## src/design/dpe_pkg.sv

```systemverilog
package dpe_pkg;

    localparam int ACC_W         = 48;   // Q32.16 accumulator
    localparam int BPV_W         = 13;   // beats_per_vector register
    localparam int VCNT_W        = 16;   // vector_count register
    localparam int CFG_DATA_W    = 16;   // widest register
    localparam int CFG_IDX_W     = 1;

    localparam logic [CFG_IDX_W-1:0] CFG_BEATS_PER_VECTOR = 1'd0;
    localparam logic [CFG_IDX_W-1:0] CFG_VECTOR_COUNT     = 1'd1;

    localparam int DEF_LANES     = 4;
    localparam int DEF_ELEM_BITS = 16;
    localparam int DEF_MAX_BEATS = 4096;

    localparam int QUEUE_DEPTH   = 4;

    // per-beat classification made at the front, consumed at the back
    typedef struct packed {
        logic close;   // beat closes a vector
        logic last;    // closing vector is the final one of a run
    } t_beat_flags;

endpackage

```

## src/design/dpe_front.sv

```systemverilog
module dpe_front #(
    parameter int LANES     = dpe_pkg::DEF_LANES,
    parameter int ELEM_BITS = dpe_pkg::DEF_ELEM_BITS,
    parameter int MAX_BEATS = dpe_pkg::DEF_MAX_BEATS,
    localparam int TREE_W   = 2 * ELEM_BITS + $clog2(LANES)
) (
    input  logic                              i_clk,
    input  logic                              i_rst_n,
    input  logic                              i_cfg_wen,
    input  logic [dpe_pkg::CFG_IDX_W-1:0]     i_cfg_idx,
    input  logic [dpe_pkg::CFG_DATA_W-1:0]    i_cfg_wdata,
    input  logic                              i_valid,
    output logic                              o_ready,
    input  logic [2*LANES*ELEM_BITS-1:0]      i_data,
    input  logic                              i_full,
    output logic                              o_push,
    output logic signed [TREE_W-1:0]          o_tree,
    output dpe_pkg::t_beat_flags              o_flags
);
    import dpe_pkg::*;

    localparam int BEAT_W = $clog2(MAX_BEATS + 1);
    localparam int PROD_W = 2 * ELEM_BITS;
    localparam int LVL    = $clog2(LANES);
    localparam int NP     = 1 << LVL;

    // effective limits, clamped when written
    logic [BEAT_W-1:0]  r_beats;
    logic [VCNT_W-1:0]  r_vcount;
    logic [31:0]        w_bpv;

    logic [BEAT_W-1:0]  r_beat_idx;
    logic [VCNT_W-1:0]  r_vec_idx;
    logic               w_close;
    logic               w_last;
    logic               w_accept;
    logic               w_en;

    logic                        r_va;
    logic                        r_vb;
    logic                        r_vc;
    logic signed [ELEM_BITS-1:0] r_a [LANES];
    logic signed [ELEM_BITS-1:0] r_b [LANES];
    logic signed [PROD_W-1:0]    r_prod [LANES];
    logic signed [TREE_W-1:0]    w_node [LVL+1][NP];
    logic signed [TREE_W-1:0]    r_tree;
    t_beat_flags                 r_fa;
    t_beat_flags                 r_fb;
    t_beat_flags                 r_fc;

    assign w_bpv = 32'(i_cfg_wdata[BPV_W-1:0]);

    always_ff @(posedge i_clk) begin
        if (!i_rst_n) begin
            r_beats  <= BEAT_W'(1);
            r_vcount <= VCNT_W'(1);
        end else if (i_cfg_wen) begin
            unique case (i_cfg_idx)
                CFG_BEATS_PER_VECTOR: begin
                    if (w_bpv == 32'd0)
                        r_beats <= BEAT_W'(1);
                    else if (w_bpv > 32'(MAX_BEATS))
                        r_beats <= BEAT_W'(MAX_BEATS);
                    else
                        r_beats <= BEAT_W'(w_bpv);
                end
                CFG_VECTOR_COUNT: begin
                    if (i_cfg_wdata[VCNT_W-1:0] == '0)
                        r_vcount <= VCNT_W'(1);
                    else
                        r_vcount <= i_cfg_wdata[VCNT_W-1:0];
                end
                default: ;
            endcase
        end
    end

    // whole front stalls only when its last stage cannot push
    assign w_en     = !r_vc || !i_full;
    assign o_ready  = w_en;
    assign o_push   = r_vc && !i_full;
    assign w_accept = i_valid && w_en;

    assign w_close = ({1'b0, r_beat_idx} + 1'b1) >= {1'b0, r_beats};
    assign w_last  = w_close && (({1'b0, r_vec_idx} + 1'b1) >= {1'b0, r_vcount});

    always_ff @(posedge i_clk) begin
        if (!i_rst_n) begin
            r_beat_idx <= '0;
            r_vec_idx  <= '0;
        end else if (w_accept) begin
            if (w_close) begin
                r_beat_idx <= '0;
                r_vec_idx  <= w_last ? '0 : r_vec_idx + 1'b1;
            end else begin
                r_beat_idx <= r_beat_idx + 1'b1;
            end
        end
    end

    always_ff @(posedge i_clk) begin
        if (!i_rst_n) begin
            r_va <= 1'b0;
            r_vb <= 1'b0;
            r_vc <= 1'b0;
        end else if (w_en) begin
            r_va <= w_accept;
            r_vb <= r_va;
            r_vc <= r_vb;
        end
    end

    always_ff @(posedge i_clk) begin
        if (w_en) begin
            for (int k = 0; k < LANES; k++) begin
                r_a[k]    <= i_data[k*ELEM_BITS +: ELEM_BITS];
                r_b[k]    <= i_data[(LANES+k)*ELEM_BITS +: ELEM_BITS];
                r_prod[k] <= r_a[k] * r_b[k];
            end
            r_fa.close <= w_close;
            r_fa.last  <= w_last;
            r_fb       <= r_fa;
            r_fc       <= r_fb;
            r_tree     <= w_node[LVL][0];
        end
    end

    // binary adder tree over the lane products, zero-padded to a power of two
    always_comb begin
        w_node = '{default: '0};
        for (int i = 0; i < NP; i++) begin
            if (i < LANES)
                w_node[0][i] = TREE_W'(r_prod[i]);
        end
        for (int l = 0; l < LVL; l++) begin
            for (int i = 0; i < (NP >> (l + 1)); i++)
                w_node[l+1][i] = w_node[l][2*i] + w_node[l][2*i+1];
        end
    end

    assign o_tree  = r_tree;
    assign o_flags = r_fc;

endmodule

```

## src/design/dpe_queue.sv

```systemverilog
module dpe_queue #(
    parameter int WIDTH = 8,
    parameter int DEPTH = dpe_pkg::QUEUE_DEPTH
) (
    input  logic             i_clk,
    input  logic             i_rst_n,
    input  logic             i_push,
    input  logic [WIDTH-1:0] i_data,
    input  logic             i_pop,
    output logic [WIDTH-1:0] o_data,
    output logic             o_empty,
    output logic             o_full
);
    localparam int PTR_W = (DEPTH > 1) ? $clog2(DEPTH) : 1;
    localparam int CNT_W = $clog2(DEPTH + 1);

    logic [WIDTH-1:0] r_mem [DEPTH];
    logic [PTR_W-1:0] r_wr_ptr;
    logic [PTR_W-1:0] r_rd_ptr;
    logic [CNT_W-1:0] r_count;

    assign o_empty = (r_count == '0);
    assign o_full  = (r_count == CNT_W'(DEPTH));
    assign o_data  = r_mem[r_rd_ptr];

    always_ff @(posedge i_clk) begin
        if (i_push)
            r_mem[r_wr_ptr] <= i_data;
    end

    always_ff @(posedge i_clk) begin
        if (!i_rst_n) begin
            r_wr_ptr <= '0;
            r_rd_ptr <= '0;
            r_count  <= '0;
        end else begin
            if (i_push)
                r_wr_ptr <= (r_wr_ptr == PTR_W'(DEPTH - 1)) ? '0 : r_wr_ptr + 1'b1;
            if (i_pop)
                r_rd_ptr <= (r_rd_ptr == PTR_W'(DEPTH - 1)) ? '0 : r_rd_ptr + 1'b1;
            if (i_push && !i_pop)
                r_count <= r_count + 1'b1;
            else if (i_pop && !i_push)
                r_count <= r_count - 1'b1;
        end
    end

endmodule

```

## src/design/dpe_back.sv

```systemverilog
module dpe_back #(
    parameter int TREE_W = 34
) (
    input  logic                              i_clk,
    input  logic                              i_rst_n,
    input  logic                              i_valid,
    input  logic signed [TREE_W-1:0]          i_tree,
    input  dpe_pkg::t_beat_flags              i_flags,
    output logic                              o_pop,
    output logic                              o_valid,
    input  logic                              i_ready,
    output logic [dpe_pkg::ACC_W-1:0]         o_sum,
    output logic                              o_sat,
    output logic                              o_last
);
    import dpe_pkg::*;

    localparam int SUM_W = ((TREE_W > ACC_W) ? TREE_W : ACC_W) + 1;

    logic signed [ACC_W-1:0] r_acc;
    logic                    r_sat;
    logic signed [SUM_W-1:0] w_sum;
    logic [SUM_W-ACC_W:0]    w_top;
    logic                    w_ovf;
    logic [ACC_W-1:0]        w_clamp;

    logic                    r_out_valid;
    logic [ACC_W-1:0]        r_out_sum;
    logic                    r_out_sat;
    logic                    r_out_last;

    // a non-closing beat never touches the output register, so it drains freely
    assign o_pop = i_valid && (!i_flags.close || !r_out_valid || i_ready);

    assign w_sum   = SUM_W'(r_acc) + SUM_W'(i_tree);
    assign w_top   = w_sum[SUM_W-1:ACC_W-1];
    assign w_ovf   = !((&w_top) || !(|w_top));
    assign w_clamp = !w_ovf ? w_sum[ACC_W-1:0]
                   : (w_sum[SUM_W-1] ? {1'b1, {(ACC_W-1){1'b0}}}
                                     : {1'b0, {(ACC_W-1){1'b1}}});

    always_ff @(posedge i_clk) begin
        if (!i_rst_n) begin
            r_acc       <= '0;
            r_sat       <= 1'b0;
            r_out_valid <= 1'b0;
        end else begin
            if (o_pop && i_flags.close) begin
                r_acc       <= '0;
                r_sat       <= 1'b0;
                r_out_valid <= 1'b1;
            end else begin
                if (o_pop) begin
                    r_acc <= w_clamp;
                    r_sat <= r_sat | w_ovf;
                end
                if (i_ready)
                    r_out_valid <= 1'b0;
            end
        end
    end

    always_ff @(posedge i_clk) begin
        if (o_pop && i_flags.close) begin
            r_out_sum  <= w_clamp;
            r_out_sat  <= r_sat | w_ovf;
            r_out_last <= i_flags.last;
        end
    end

    assign o_valid = r_out_valid;
    assign o_sum   = r_out_sum;
    assign o_sat   = r_out_sat;
    assign o_last  = r_out_last;

endmodule

```

## src/design/vector_dot_product_engine_core.sv

```systemverilog
// With the queue empty and the output register free, a vector's result appears on m_axis
//   after its closing beat is accepted and passes the input register, product, adder tree,
//   queue write, then the accumulator/output stage.
// Throughput: 1 beat per cycle while the queue has room, set by the saturating accumulate.
// Results wait in an output register while beats keep flowing through a 4-entry queue.
// Reset (i_rst_n low at a clock edge): counters, accumulator and valids clear,
//   beats_per_vector and vector_count return to 1.
module vector_dot_product_engine_core #(
    parameter int LANES     = dpe_pkg::DEF_LANES,
    parameter int ELEM_BITS = dpe_pkg::DEF_ELEM_BITS,
    parameter int MAX_BEATS = dpe_pkg::DEF_MAX_BEATS,
    localparam int IN_W     = ((2 * LANES * ELEM_BITS + 7) / 8) * 8
) (
    input  logic                              i_clk,
    input  logic                              i_rst_n,
    input  logic                              i_cfg_wen,
    input  logic [dpe_pkg::CFG_IDX_W-1:0]     i_cfg_idx,
    input  logic [dpe_pkg::CFG_DATA_W-1:0]    i_cfg_wdata,
    input  logic                              s_axis_tvalid,
    output logic                              s_axis_tready,
    // a_lane0 .. a_lane(LANES-1), b_lane0 .. b_lane(LANES-1), zero pad
    input  logic [IN_W-1:0]                   s_axis_tdata,
    output logic                              m_axis_tvalid,
    input  logic                              m_axis_tready,
    // dot_sum
    output logic [dpe_pkg::ACC_W-1:0]         m_axis_tdata,
    // saturated
    output logic                              m_axis_tuser,
    output logic                              m_axis_tlast
);
    import dpe_pkg::*;

    localparam int TREE_W = 2 * ELEM_BITS + $clog2(LANES);
    localparam int FLG_W  = $bits(t_beat_flags);
    localparam int Q_W    = TREE_W + FLG_W;

    logic                     w_push;
    logic                     w_pop;
    logic                     w_full;
    logic                     w_empty;
    logic signed [TREE_W-1:0] w_tree;
    t_beat_flags              w_flags;
    logic [Q_W-1:0]           w_head;
    logic signed [TREE_W-1:0] w_head_tree;
    t_beat_flags              w_head_flags;

    dpe_front #(
        .LANES     (LANES),
        .ELEM_BITS (ELEM_BITS),
        .MAX_BEATS (MAX_BEATS)
    ) u_front (
        .i_clk       (i_clk),
        .i_rst_n     (i_rst_n),
        .i_cfg_wen   (i_cfg_wen),
        .i_cfg_idx   (i_cfg_idx),
        .i_cfg_wdata (i_cfg_wdata),
        .i_valid     (s_axis_tvalid),
        .o_ready     (s_axis_tready),
        .i_data      (s_axis_tdata[2*LANES*ELEM_BITS-1:0]),
        .i_full      (w_full),
        .o_push      (w_push),
        .o_tree      (w_tree),
        .o_flags     (w_flags)
    );

    dpe_queue #(
        .WIDTH (Q_W),
        .DEPTH (QUEUE_DEPTH)
    ) u_queue (
        .i_clk   (i_clk),
        .i_rst_n (i_rst_n),
        .i_push  (w_push),
        .i_data  ({w_flags, w_tree}),
        .i_pop   (w_pop),
        .o_data  (w_head),
        .o_empty (w_empty),
        .o_full  (w_full)
    );

    assign w_head_tree  = w_head[TREE_W-1:0];
    assign w_head_flags = w_head[Q_W-1:TREE_W];

    dpe_back #(
        .TREE_W (TREE_W)
    ) u_back (
        .i_clk   (i_clk),
        .i_rst_n (i_rst_n),
        .i_valid (!w_empty),
        .i_tree  (w_head_tree),
        .i_flags (w_head_flags),
        .o_pop   (w_pop),
        .o_valid (m_axis_tvalid),
        .i_ready (m_axis_tready),
        .o_sum   (m_axis_tdata),
        .o_sat   (m_axis_tuser),
        .o_last  (m_axis_tlast)
    );

    a_pop_nonempty: assert property (@(posedge i_clk) disable iff (!i_rst_n)
        w_pop |-> !w_empty)
        else $error("queue popped while empty");

    a_stall_only_full: assert property (@(posedge i_clk) disable iff (!i_rst_n)
        !s_axis_tready |-> w_full)
        else $error("input stalled with room in the queue");

    a_close_gives_result: assert property (@(posedge i_clk) disable iff (!i_rst_n)
        (w_pop && w_head_flags.close) |=> m_axis_tvalid)
        else $error("closing beat did not produce a result");

endmodule
```

## config.mk

```make
export PLATFORM = sky130hd
export DESIGN_NAME = vector_dot_product_engine_core
export DESIGN_NICKNAME = d
export VERILOG_FILES = /design/src/design/dpe_pkg.sv /design/src/design/dpe_front.sv /design/src/design/dpe_queue.sv /design/src/design/dpe_back.sv /design/src/design/vector_dot_product_engine_core.sv
export SDC_FILE = /design/constraint.sdc
export NUM_CORES = 2
export LEC_CHECK = 0
export BUFFER_PORTS_ARGS = -buffer_cell sky130_fd_sc_hd__buf_4
export CAP_MARGIN = 40
export CORE_ASPECT_RATIO = 1.1
export CORE_MARGIN = 3
export CORE_UTILIZATION = 45
export DETAILED_ROUTE_END_ITERATION = 12
export GPL_ROUTABILITY_DRIVEN = 0
export SYNTH_ARGS = -nofsm -noshare
export SYNTH_HDL_FRONTEND = slang
export SYNTH_HIERARCHICAL = 1
export SYNTH_SLANG_ARGS = --single-unit
export TNS_END_PERCENT = 20
```

## constraint.sdc

```tcl
create_clock -name i_clk -period 8.81 [get_ports i_clk]
set_input_delay 1.762 -clock i_clk [delete_from_list [all_inputs] [get_ports i_clk]]
set_output_delay 1.762 -clock i_clk [all_outputs]
set_load 0.01 [all_outputs]
```

; ---- Yosys cells after proc, flatten, opt, wreduce, memory -nomap -nowiden
; Memory sizes are Yosys's and may differ from the RTL's. A register that Yosys moved wholly into a read port is not among the register bits.
; Cells that the tools add are included.
; Widths: inputs -> output; s select.
[totals]
memories = 4
input_bits = 150
ramBits = 400
ff_bits = 208
[op_classes]
multipliers = 4
addsub = 12
n_lt_le_gt_ge = 3
n_mux = 19
bitwise_logic = 3
n_reduce_logical = 31
eq_ne = 3
[memory_table]
columns = memory, words, width, read_ports, rd_clocked_by_memory_dff, wr, line
row1 = u_queue.r_mem, 4, 36, 1, 1, 1, dpe_queue.sv:17  ; logic [WIDTH-1:0] r_mem [DEPTH];
row2 = u_front.r_prod, 4, 32, 4, 0, 4, dpe_front.sv:44  ; logic signed [PROD_W-1:0] r_prod [LANES];
row3 = u_front.r_a, 4, 16, 4, 0, 4, dpe_front.sv:42  ; logic signed [ELEM_BITS-1:0] r_a [LANES];
row4 = u_front.r_b, 4, 16, 4, 0, 4, dpe_front.sv:43  ; logic signed [ELEM_BITS-1:0] r_b [LANES];
[ops]
columns = operator, n
row1 = $mul 16x16->32, 4
row2 = $mux 48, 2
row3 = $add 32x32->33, 2
row4 = $add 48x34->49, 1
row5 = $mux 13, 3
row6 = $add 34x34->34, 1
row7 = $logic_not 32->1, 1
row8 = $mux 16, 2
row9 = $add 16x1->17 const B, 1
row10 = $ge 17x16->1, 1
row11 = $add 16x1->16 const B, 1
row12 = $logic_not 16->1, 1
row13 = $add 13x1->14 const B, 1
row14 = $ge 14x13->1, 1
row15 = $add 13x1->13 const B, 1
row16 = $gt 13x13->1 const B, 1
row17 = $logic_not 1->1, 9
row18 = $mux 2, 4
row19 = $reduce_and 2->1, 4
row20 = $logic_and 1x1->1, 7
row21 = $mux 1, 6
row22 = $mux 3, 2
row23 = $add 2x1->2 const B, 2
row24 = $eq 2x2->1 const B, 2
row25 = other kinds (9), 15

; ---- Logic depth before layout (Yosys ltp)
[depth]
word_depth = 7
mapped_depth = 25
ltp_nobuf = 24

; ---- Hierarchy
; Netlist, hierarchy kept.
[modules_own_cells]
columns = mod, n_inst, area_per_inst_um2, cells_each, seq_area_each_um2
row1 = dpe_front, 1, 54543.6, 5352, 10109.7
row2 = dpe_back, 1, 6638.9, 740, 2502.4
row3 = dpe_queue, 1, 5706.7, 232, 4504.3
row4 = vector_dot_product_engine_core, 1, 3.8, 1, 0.0

; ---- Least setup slack after synthesis
; OpenSTA, ideal clock, no wires.
[synth_path]
kind = register to register
start = reg u_queue.r_count[0]
end = reg u_front.r_beat_idx[3]
slack_ns = -0.259
path_buffers = 0
t_required_ns = 8.749
period_less_slack_ns = 9.069
setup_time_ns = 0.061
t_arrival_ns = 9.008
stages_incl_launch_ff = 7
path_cell_list = dfxtp_1 nor3b_1 nand2_1 nand2_1 or4_1 a211oi_1 a31o_2
[synth_via]
elab_chain_cells = 4
[synth_rtl]
columns = item, line
row1 = from (decl), dpe_queue.sv:20  ; logic [CNT_W-1:0] r_count;
row2 = from (signal assigned), dpe_queue.sv:42  ; r_count <= r_count + 1'b1;
row3 = from (signal assigned), dpe_queue.sv:44  ; r_count <= r_count - 1'b1;
row4 = $eq 3x3->1, dpe_queue.sv:23  ; assign o_full = (r_count == CNT_W'(DEPTH));
row5 = via w_full, vector_dot_product_engine_core.sv:39  ; logic w_full;
row6 = $logic_not 1->1, dpe_front.sv:79  ; assign w_en = !r_vc || !i_full;
row7 = $logic_or 1x1->1, dpe_front.sv:79
row8 = via s_axis_tready, vector_dot_product_engine_core.sv:20  ; output logic s_axis_tready,
row9 = $logic_and 1x1->1, dpe_front.sv:82  ; assign w_accept = i_valid && w_en;
row10 = to (signal assigned), dpe_front.sv:96  ; r_beat_idx <= r_beat_idx + 1'b1;
row11 = to (decl), dpe_front.sv:32  ; logic [BEAT_W-1:0] r_beat_idx;
; The timed path passes the listed nets, and every way through them passes these cells.
; A chain may end at the register's enable or synchronous reset.

==> flow_summary_export.csv <==
group,metric,value,unit
clock_tree,ctsResizeCount,0,
clock_tree,clock-root-buffer,"clkbuf_16",
timing,finalSetupViolCount,0,
timing,drv_slew,0,
clock_tree,cts_sinks,610,
worst_setup_path,cp_cell_sequence,"nand2_1, inv_1, fa_1, fa_1, inv_1, fa_1, fa_1, fa_1, fa_1, inv_1, ha_1, o21a_1, o21a_1, o21a_1, o22ai_1, o311ai_1, or4_1, a31o_1, a21oi_2, xnor2_1",
layout,drive_gt1_share,6.73,%
worst_setup_path,critPathMaxFanout,16,
clock_tree,numCtsBuffers,74,
timing,max_slew_margin,42.4,%
die,die_h,410,microns
synth,synth_top_family_by_area,"adder cells",
place,place_hpwl,127000,microns
timing,rsz0062_at_grt,"false",
worst_setup_path,cp_num_buf_inv,3,
synth,ys.flop_type,"edfxtp_1",
route,dr.pass1.iters,6,
synth,ys_ff_latch,610,
layout,nNetsFinal,8119,
worst_hold_path,hold_path.class,"reg -> reg",
global_route,grt_overflow_total,0,
run_status,outcome,"complete, no violations",
timing,whs,0.419,ns
synth,synth_compound_area_share,7.22,%
global_route,antenna_found_initial,5,
clock_tree,holdBufCountCts,0,
die,start_util,45.6,%
layout,final_cell_mix,"inv_1 (1213), fa_1 (1115), nand2_1 (667)",
die,core_area,147000,sq um
synth,synthDistinctLibCells,97,
worst_setup_path,cpMostUsedCell,"fa_1",
timing,tightest_slew,0.864,ns
clock_tree,post_cts_buffers,0,
synth,synth_mux_area_share,1.34,%
timing,finClkSkew,0.0415,ns
clock_tree,clkTransAtPathRegs,0.06,ns
timing,layout_worst_path_cycle_share,79.0,%
route,drt_wl_total,162000,microns
worst_setup_path,endpoint_kind,"flop",
synth,synth.area.top_cells,"fa_1 (33%), edfxtp_1 (22%), ha_1 (8.3%)",
clock_tree,cts_tree,"built",
synth,synth_fa_ha_area_share,42.0,%
place,pre_cts_ws,1.88,ns
synth,syn_area_per_cell,10.6,sq um
synth,synth_top_area_share,33.4,%
worst_setup_path,worst_path_dominant_cell_family,"adder cells",
clock_tree,clk_path_buf_depth,3,
global_route,first_global_vias,48300,
synth,yosys_warnings,6,
route,vias_per_cell,5.25,
timing,period_needed,6.96,ns
synth,synth-edff-count,490,
worst_setup_path,slowest_delay,0.86,ns
worst_setup_path,cp_data_required_time,9.23,ns
global_route,grt_usage,21.7,%
synth,synth_seq_area_share,25.6,%
die,die_w,374,microns
synth,synth_xor_xnor_area_share,3.19,%
timing,fmax,0.144,GHz
die,pin_count,202,
synth,async_reset_ff_share,0,%
die,dieArea,153000,sq um
timing,tns,0,ns
layout,area_growth,8.82,%
die,num_rows,147,
synth,syn-num-nets,8036,
route,vias,44100,
place,place_area,70100,sq um
route,avgRoutedWirePerCell,19.2,microns
worst_setup_path,crit_path_start_kind,"flop",
layout,final_common_cell,"inv_1",
flow_run,cap_violations,0,
worst_setup_path,arrival,7.38,ns
worst_setup_path,slowest_stage,"fa_1",
route,ant_nets,0,
clock_tree,worstSkewPairLatency,0.68,ns
route,drc,0,
synth,synth_area_leader_cell,"fa_1",
timing,final-hold-violation-count,0,
place,port_buffers,201,
global_route,grt_pass1_wl,264000,microns
synth,synth-simple-area-share,12.4,%
route,drt-initial-drc-count,2809,
timing,worst_slack,1.85,ns
global_route,grt_max_degree,69,
worst_setup_path,path_class,"reg -> reg",
layout,fin_area,72800,sq um
clock_tree,h-tree-depth,3,
synth,synth_cells,6325,
synth,synth_area,66900,sq um
-- stage by stage --
| step | utilization (%) | instances |
|---|---|---|
| 2_1_floorplan | - | 6325 |
| 3_3_place_gp | 47.7 | 8265 |
| 3_5_place_dp | 47.8 | 8269 |
| 4_1_cts | 49.6 | 8404 |
| 5_1_grt | 49.6 | 8404 |
| 6_report | 49.6 | 8406 |
-- worst paths after layout --
| path | start | to | slack, ns | depth (start not counted) |
|---|---|---|---|---|
| worst max-delay path | u_front/r_b[3][1] | u_front/r_prod[3][31] | 1.85 | 20 |
| worst min-delay path | u_front/r_fb[1] | u_front/o_flags[1] | 0.42 | 0 |
| worst max register to register | u_front/r_b[3][1] | u_front/r_prod[3][31] | 1.85 | 20 |
| worst min register to register | u_front/r_fb[1] | u_front/o_flags[1] | 0.42 | 0 |
-- worst reg2reg max path: cells and delay by family (launching register included) --
family,cells,cell delay (ns)
adder cells (fa/ha/maj),7,3.82
AO/OA/AOI/OAI,7,1.21
AND/OR/NAND/NOR,2,0.67
flip-flops,1,0.63
buffers and inverters,3,0.31
XOR/XNOR,1,0.08
-- routing by layer --
| layer | vias to the layer above | track usage (%) | share of wire, % |
|---|---|---|---|
| li1 | 20200 | - | - |
| met1 | 22500 | 28.8 | 43 |
| met2 | 1098 | 37.9 | 50 |
| met3 | 244 | 2.70 | 4.7 |
| met4 | 0 | 5.54 | 2.4 |
| met5 | - | 0 | 0 |
-- cell usage after synthesis (74+ instances only) --
cell         n
edfxtp_1   490
ha_1       446
clkbuf_1   177
and2_1     503
inv_1     1213
xnor2_1    170
fa_1      1115
dfxtp_1    120
a21oi_1    200
nor2_1     218
o21ai_0    106
nand2_1    668
a21o_1      99
xor2_1      74
-- layout make-up --
type / count / area, sq um
Timing Repair Buffer: 225 / 1750
Fill cell: 13400 / 74000
Clock inverter: 53 / 729
Multi-Input combinational cell: 4283 / 44300
Antenna cell: 2 / 5.00
Clock buffer: 82 / 1910
Sequential cell: 610 / 17100
Tap cell: 1937 / 2420
Inverter: 1214 / 4560
-- state kept, by name (all words and copies together) (netlist names), 2 cells and up, named ones only --
name,flops
u_back/o_sum,48
u_back/r_acc,48
u_front/o_flags,2
u_front/o_tree,34
u_front/r_a,64
u_front/r_b,64
u_front/r_beat_idx,13
u_front/r_beats,13
u_front/r_fa,2
u_front/r_fb,2
u_front/r_prod,128
u_front/r_vcount,16
u_front/r_vec_idx,16
u_queue/r_count,3
u_queue/r_mem,144
u_queue/r_rd_ptr,2
u_queue/r_wr_ptr,2
-- cells by family (layout without fill, tap and decap cells) --
logic type | Yosys count | after routing
and+or+nand+nor | 1686 | 1686
AOI/OAI and AO/OA | 730 | 730
DFF | 610 | 610
muxes | 42 | 42
adders and majority gates | 1581 | 1581
other | 0 | 2
buffers and inverters | 1432 | 1574
xor gates and xnor gates | 244 | 244
Power is left out: the tool's default activity adds up to more than one toggle a clock period on the data nets, which glitch-free logic cannot reach.
